`src/rtl/core/vss_pkg.sv`:
```
package vss_pkg;

  // Defaults for the top level parameters
  localparam int MAX_SATS_DEF   = 64;
  localparam int COORD_BITS_DEF = 28;

  // Fixed field widths
  localparam int CFG_IDX_W   = 3;
  localparam int CFG_DATA_W  = 56;
  localparam int THR_W       = 56;
  localparam int SAT_INDEX_W = 6;
  localparam int OUT_DATA_W  = 8;

  // Configuration register indexes
  typedef enum logic [CFG_IDX_W-1:0] {
    REG_USER_X,
    REG_USER_Y,
    REG_USER_Z,
    REG_HORIZON,
    REG_CONE
  } cfg_reg_t;

  // Control sequencer states
  typedef enum logic [2:0] {
    ST_IDLE,
    ST_CALC,
    ST_PREP,
    ST_SCAN,
    ST_EMIT
  } state_t;

  // Steps of the shared multiplier
  typedef enum logic [4:0] {
    MS_US_X, MS_US_Y, MS_US_Z,
    MS_UB_X, MS_UB_Y, MS_UB_Z,
    MS_BL_X, MS_BL_Y, MS_BL_Z,
    MS_L_LL, MS_L_HL, MS_L_HH,
    MS_R_LL, MS_R_LH, MS_R_HL, MS_R_HH,
    MS_FLUSH,
    MS_CMP
  } mul_step_t;

endpackage

```
`src/rtl/core/vss_mem.sv`:
```
module vss_mem #(
  parameter int DEPTH = vss_pkg::MAX_SATS_DEF,
  parameter int WIDTH = 2 * vss_pkg::COORD_BITS_DEF + 2,
  localparam int AW   = $clog2(DEPTH)
) (
  input  logic             clk,
  input  logic             we,
  input  logic [AW-1:0]    waddr,
  input  logic [WIDTH-1:0] wdata,
  input  logic [AW-1:0]    raddr,
  output logic [WIDTH-1:0] rdata
);

  logic [WIDTH-1:0] mem [DEPTH];

  // Write port
  always_ff @(posedge clk) begin
    if (we) begin
      mem[waddr] <= wdata;
    end
  end

  // Registered read port
  always_ff @(posedge clk) begin
    rdata <= mem[raddr];
  end

endmodule

```
`config.mk`:
```
export PLATFORM = sky130hd
export DESIGN_NAME = vss_mem
export DESIGN_NICKNAME = d
export VERILOG_FILES = /design/src/rtl/core/vss_pkg.sv /design/src/rtl/core/vss_mem.sv
export SDC_FILE = /design/constraint.sdc
export NUM_CORES = 2
export LEC_CHECK = 0
export BUFFER_PORTS_ARGS = -buffer_cell sky130_fd_sc_hd__buf_2
export CAP_MARGIN = 40
export CORE_UTILIZATION = 25
export DETAILED_ROUTE_END_ITERATION = 10
export PLACE_DENSITY = 0.46
export SKIP_CTS_REPAIR_TIMING = 1
export SLEW_MARGIN = 20
export SYNTH_ARGS = -nofsm -noshare
export SYNTH_HDL_FRONTEND = slang
export SYNTH_SLANG_ARGS = --single-unit
```
`constraint.sdc`:
```
create_clock -name clk -period 6.57 [get_ports clk]
set_clock_uncertainty 0.15 [all_clocks]
set_input_delay 1.971 -clock clk [delete_from_list [all_inputs] [get_ports clk]]
set_output_delay 1.971 -clock clk [all_outputs]
set_load 0.05 [all_outputs]
```
# Word-level counts from Yosys, hierarchy flattened
# Memories as Yosys holds them, arrays and structs flattened. A register that Yosys moved wholly into a read port is not among the register bits.
# Cells that the tools add are included.
classes:
  mux: 2
ops:
  columns: ["cell", "n"]
  rows:
  - ["1-bit two-way mux", 2]
totals:
  reg_bits: 0
  ramBits: 3712
  out_inout_bits: 58
  n_memories: 1
mem_list:
  columns: ["name", "words", "word_bits", "rd", "rd_clocked_by_memory_dff", "write_ports", "line", "text"]
  rows:
  - ["mem", 64, 58, 1, 1, 1, "vss_mem.sv:14", "logic [WIDTH-1:0] mem [DEPTH];"]

# Logic depth before layout (Yosys ltp)
logic_depth:
  ltp_word: 2
  mapped_depth: 9
  mapped_depth_nobuf: 5

# Worst setup path before layout
# OpenSTA, ideal clock, no wires.
synth_path:
  path_kind: "input -> register"
  startpoint: "input port waddr[3]"
  endpoint: "memory mem[48][0] (netlist name) (enable)"
  setup_time_ns: 0.545
  arrival_ns: 6.414
  required_time_ns: 5.875
  path_slack_ns: -0.539
  path_stages: 4
  cell_sequence: "clkbuf_1 > nor2b_1 > nand4b_1 > nor3_1"
synth_rtl:
  columns: ["element", "line", "text"]
  rows:
  - ["start, declared", "vss_mem.sv:8", "input logic [AW-1:0] waddr,"]
  - ["end, declared", "vss_mem.sv:14", null]
# No word-level cell before the write port.

==> results.md <==
* Status: finished clean
* Peak supply drop at about 0.00023 V
* CTS tree: yes
* Number of DRC markers in iteration 0 at 7,739
* Final period utilization at 67.04%
* Required @ worst endpoint at 7.30 ns
* Vias per cell at 4.758
* Die area at 0.5681 mm^2
* Worst-path clk slew at 0.06 ns
* Post-synthesis mux area share at 15.44%
* Total Power at 51.67 mW
* Worst flop-to-flop path startpoint: mem[11][10]
* Synth Area per Inst at 23.55 um^2
* Synth Area in Simple Gates at 0.9680%
* Cell variety after synth at 38
* Final setup viols at 0
* CTS Root Cell: clkbuf_16
* Detail Placement HPWL at 249.6 mm
* Post-route ant nets at 0
* Critical Setup Path Class: primary input to flip-flop
* Crit start category: primary input
* Post-Place Cell Area at 0.1551 mm^2
* Synth-to-Final Area Change at 19.06%
* Worst Slack Setup Final at 2.166 ns
* Initial antenna violation count at 58
* Number of max-cap violations at 0
* Maximum buffer depth of the clock tree at 4
* Final Hold Vio Count at 0
* Average wire per standard cell at a little over 30 um
* FF+latch count, synth at 3,770
* Adder-Cell Fraction of Synth Area at 0%
* DRC Markers at 0
* Mapped Nets at 6,070
* Core Footprint at 0.5619 mm^2
* Fin util at 29.94%
* Std-Cell Rows at 275
* Lkg Pwr at 51.19 nW
* Initial core utilization at 25.14%
* Vias at 68,420
* NumNets Final at around 6,600
* FMAX at 227.0 MHz
* Hold/Removal Path Class: flip-flop to flip-flop
* Synth Area in XOR/XNOR at 0%
* Post-synthesis cell count at 5,998
* Yosys warns at 0
* Arrival @ worst endpoint at a little over 5 ns
* Maximum number of pins on one net before global-route repair at 101
* H-tree depth at 5
* Worst-skew pair later-pin latency at 0.98 ns
* Final instance area at roughly 0.17 mm^2
* Layout cells sized above 1 at 30.14%
* GRT overflow at 0
* DRT Wirelength at 435.7 mm
* TritonCTS Buffers at 398
* Worst-margin pin slew at 1.004 ns
* Port bufs at 129
* Pre-CTS setup slack at 1.213 ns
* Placer Congestion at ~0.75
* Max Slew Vio Count at 0
* Hold path start: mem[50][13]
* # clock sinks at 3,770
* Vias in the first global route at around 71,000
* # IOs at 130
* Die width at 753.7 um
* Post-synthesis sequential area ratio at between 70% and 80%
* RSZ-0062 raised after global routing: no
* Post-Synthesis Cell Area at 0.1413 mm^2
* First-pass GRT wire length at 596.6 mm
* CP startpoint: raddr[2]
* GRT Util Overall at around 15%
* Power Density at approximately 310 mW/mm^2
* Die height at 753.7 um
* Worst-path fanout max at 65
* Slew headroom at 33.09%
* Pre-antenna DRT Iters at 6
* Largest family of logic cells by synthesized area: multiplexers
* Crit end category: flip-flop
* Compound-Gate Fraction of Synth Area at roughly 2.7%
* Total Neg Setup Slack at 0 ns
* Final min period at 4.404 ns
[registers in the layout (all words and copies together), names as in the netlist]
name	cells
rdata	58
mem	3712
[final cells by class]
class,instances,area (um^2)
Multi-Input combinational cell,1887,27600
Timing Repair Buffer,484,5708
Tap cell,7479,9358
Clock buffer,525,10760
Fill cell,53910,393700
Antenna cell,26,65.06
Clock inverter,209,2079
Sequential cell,3770,112600
[kinds of logic (layout without fill, tap and decap cells)]
family	count (synthesis)	after routing
AOI/OAI and AO/OA	551	551
buffers and inverters	341	1218
DFF	3770	3770
muxes	1062	1062
other	0	26
and+or+nand+nor	274	274
[per-stage QoR]
stage	hold slack, ns	std cells
after CTS	0.6510	14340
after floorplan	0.5941	5998
final	0.6512	14380
after global routing	0.7102	14380
after detailed placement	0.6837	13610
after global placement	0.6688	13550
[where the power goes]
group / switching, mW / internal [mW]
Clock: 9.52 / 12.7
Sequential: 0.147 / 26.6
Combinational: 1.71 / 0.927
[cells in the mapped netlist]
master / n / area share [%]
buf_2: 132 / 0.47
nand4b_1: 1 / 0.0062
or2_2: 6 / 0.027
a211oi_1: 13 / 0.069
buf_1: 20 / 0.053
nor2_2: 1 / 0.0044
or3b_2: 2 / 0.012
nand2_1: 29 / 0.077
o22a_1: 38 / 0.24
nand4_1: 2 / 0.0089
o221ai_1: 79 / 0.49
o211ai_1: 1 / 0.0053
a22o_1: 18 / 0.11
o21a_1: 9 / 0.048
and2_1: 4 / 0.018
mux2i_1: 131 / 0.93
edfxtp_1: 3712 / 79
nor2b_1: 24 / 0.11
o21ai_1: 3 / 0.011
nand2b_1: 14 / 0.062
buf_4: 40 / 0.21
mux2_2: 41 / 0.33
buf_6: 6 / 0.048
clkbuf_1: 143 / 0.38
nor3_1: 4 / 0.014
nor4_1: 47 / 0.21
o22ai_1: 215 / 0.95
mux4_2: 890 / 14
and3_1: 11 / 0.049
or3_1: 3 / 0.013
a21oi_1: 82 / 0.29
o21ai_0: 19 / 0.067
a221oi_1: 39 / 0.24
a22oi_1: 35 / 0.19
nand3b_1: 5 / 0.027
nor2_1: 105 / 0.28
nand3_1: 16 / 0.057
dfxtp_1: 58 / 0.82
[critical path, stage by stage]
cell     delay (ns)
buf_8          0.54
or3b_4         0.77
buf_4          0.51
o22ai_1        0.18
nor4_1         0.60
buf_4          0.22
o22a_1         0.14
[worst paths after layout]
kind                     to  slack (ns)  depth (start not counted)
hold / removal    rdata[13]        0.65                          4
hold reg to reg   rdata[13]        0.65                          4
setup reg to reg  rdata[10]        4.05                          6
setup / recovery  rdata[48]        2.17                          7
[placed cells by master, fill, tap and decap left out, drive strengths merged, types with 2 or more instances in the layout]
cell type	n
edfxtp	3712
mux4	890
clkbuf	525
buf	482
o22ai	215
clkinv	160
mux2i	131
nor2	106
a21oi	82
o221ai	79
dfxtp	58
nor4	47
mux2	41
a221oi	39
o22a	38
a22oi	35
bufinv	30
nand2	29
diode	26
nor2b	24
o21ai	22
a22o	18
nand3	16
nand2b	14
a211oi	13
and3	11
clkinvlp	11
o21a	9
inv	8
or2	6
nand3b	5
and2	4
nor3	4
or3	3
nand4	2
clkdlybuf4s15	2
or3b	2
[metal layers]
metal	share of wire (%)	up-vias	global-route usage (%)
met1	43	38280	20.76
met5	0	-	0
met3	5.8	556	1.872
met2	49	2425	24.94
met4	2.3	0	3.433
li1	-	27160	-
Note: power is estimated with default switching activity, not from simulation.
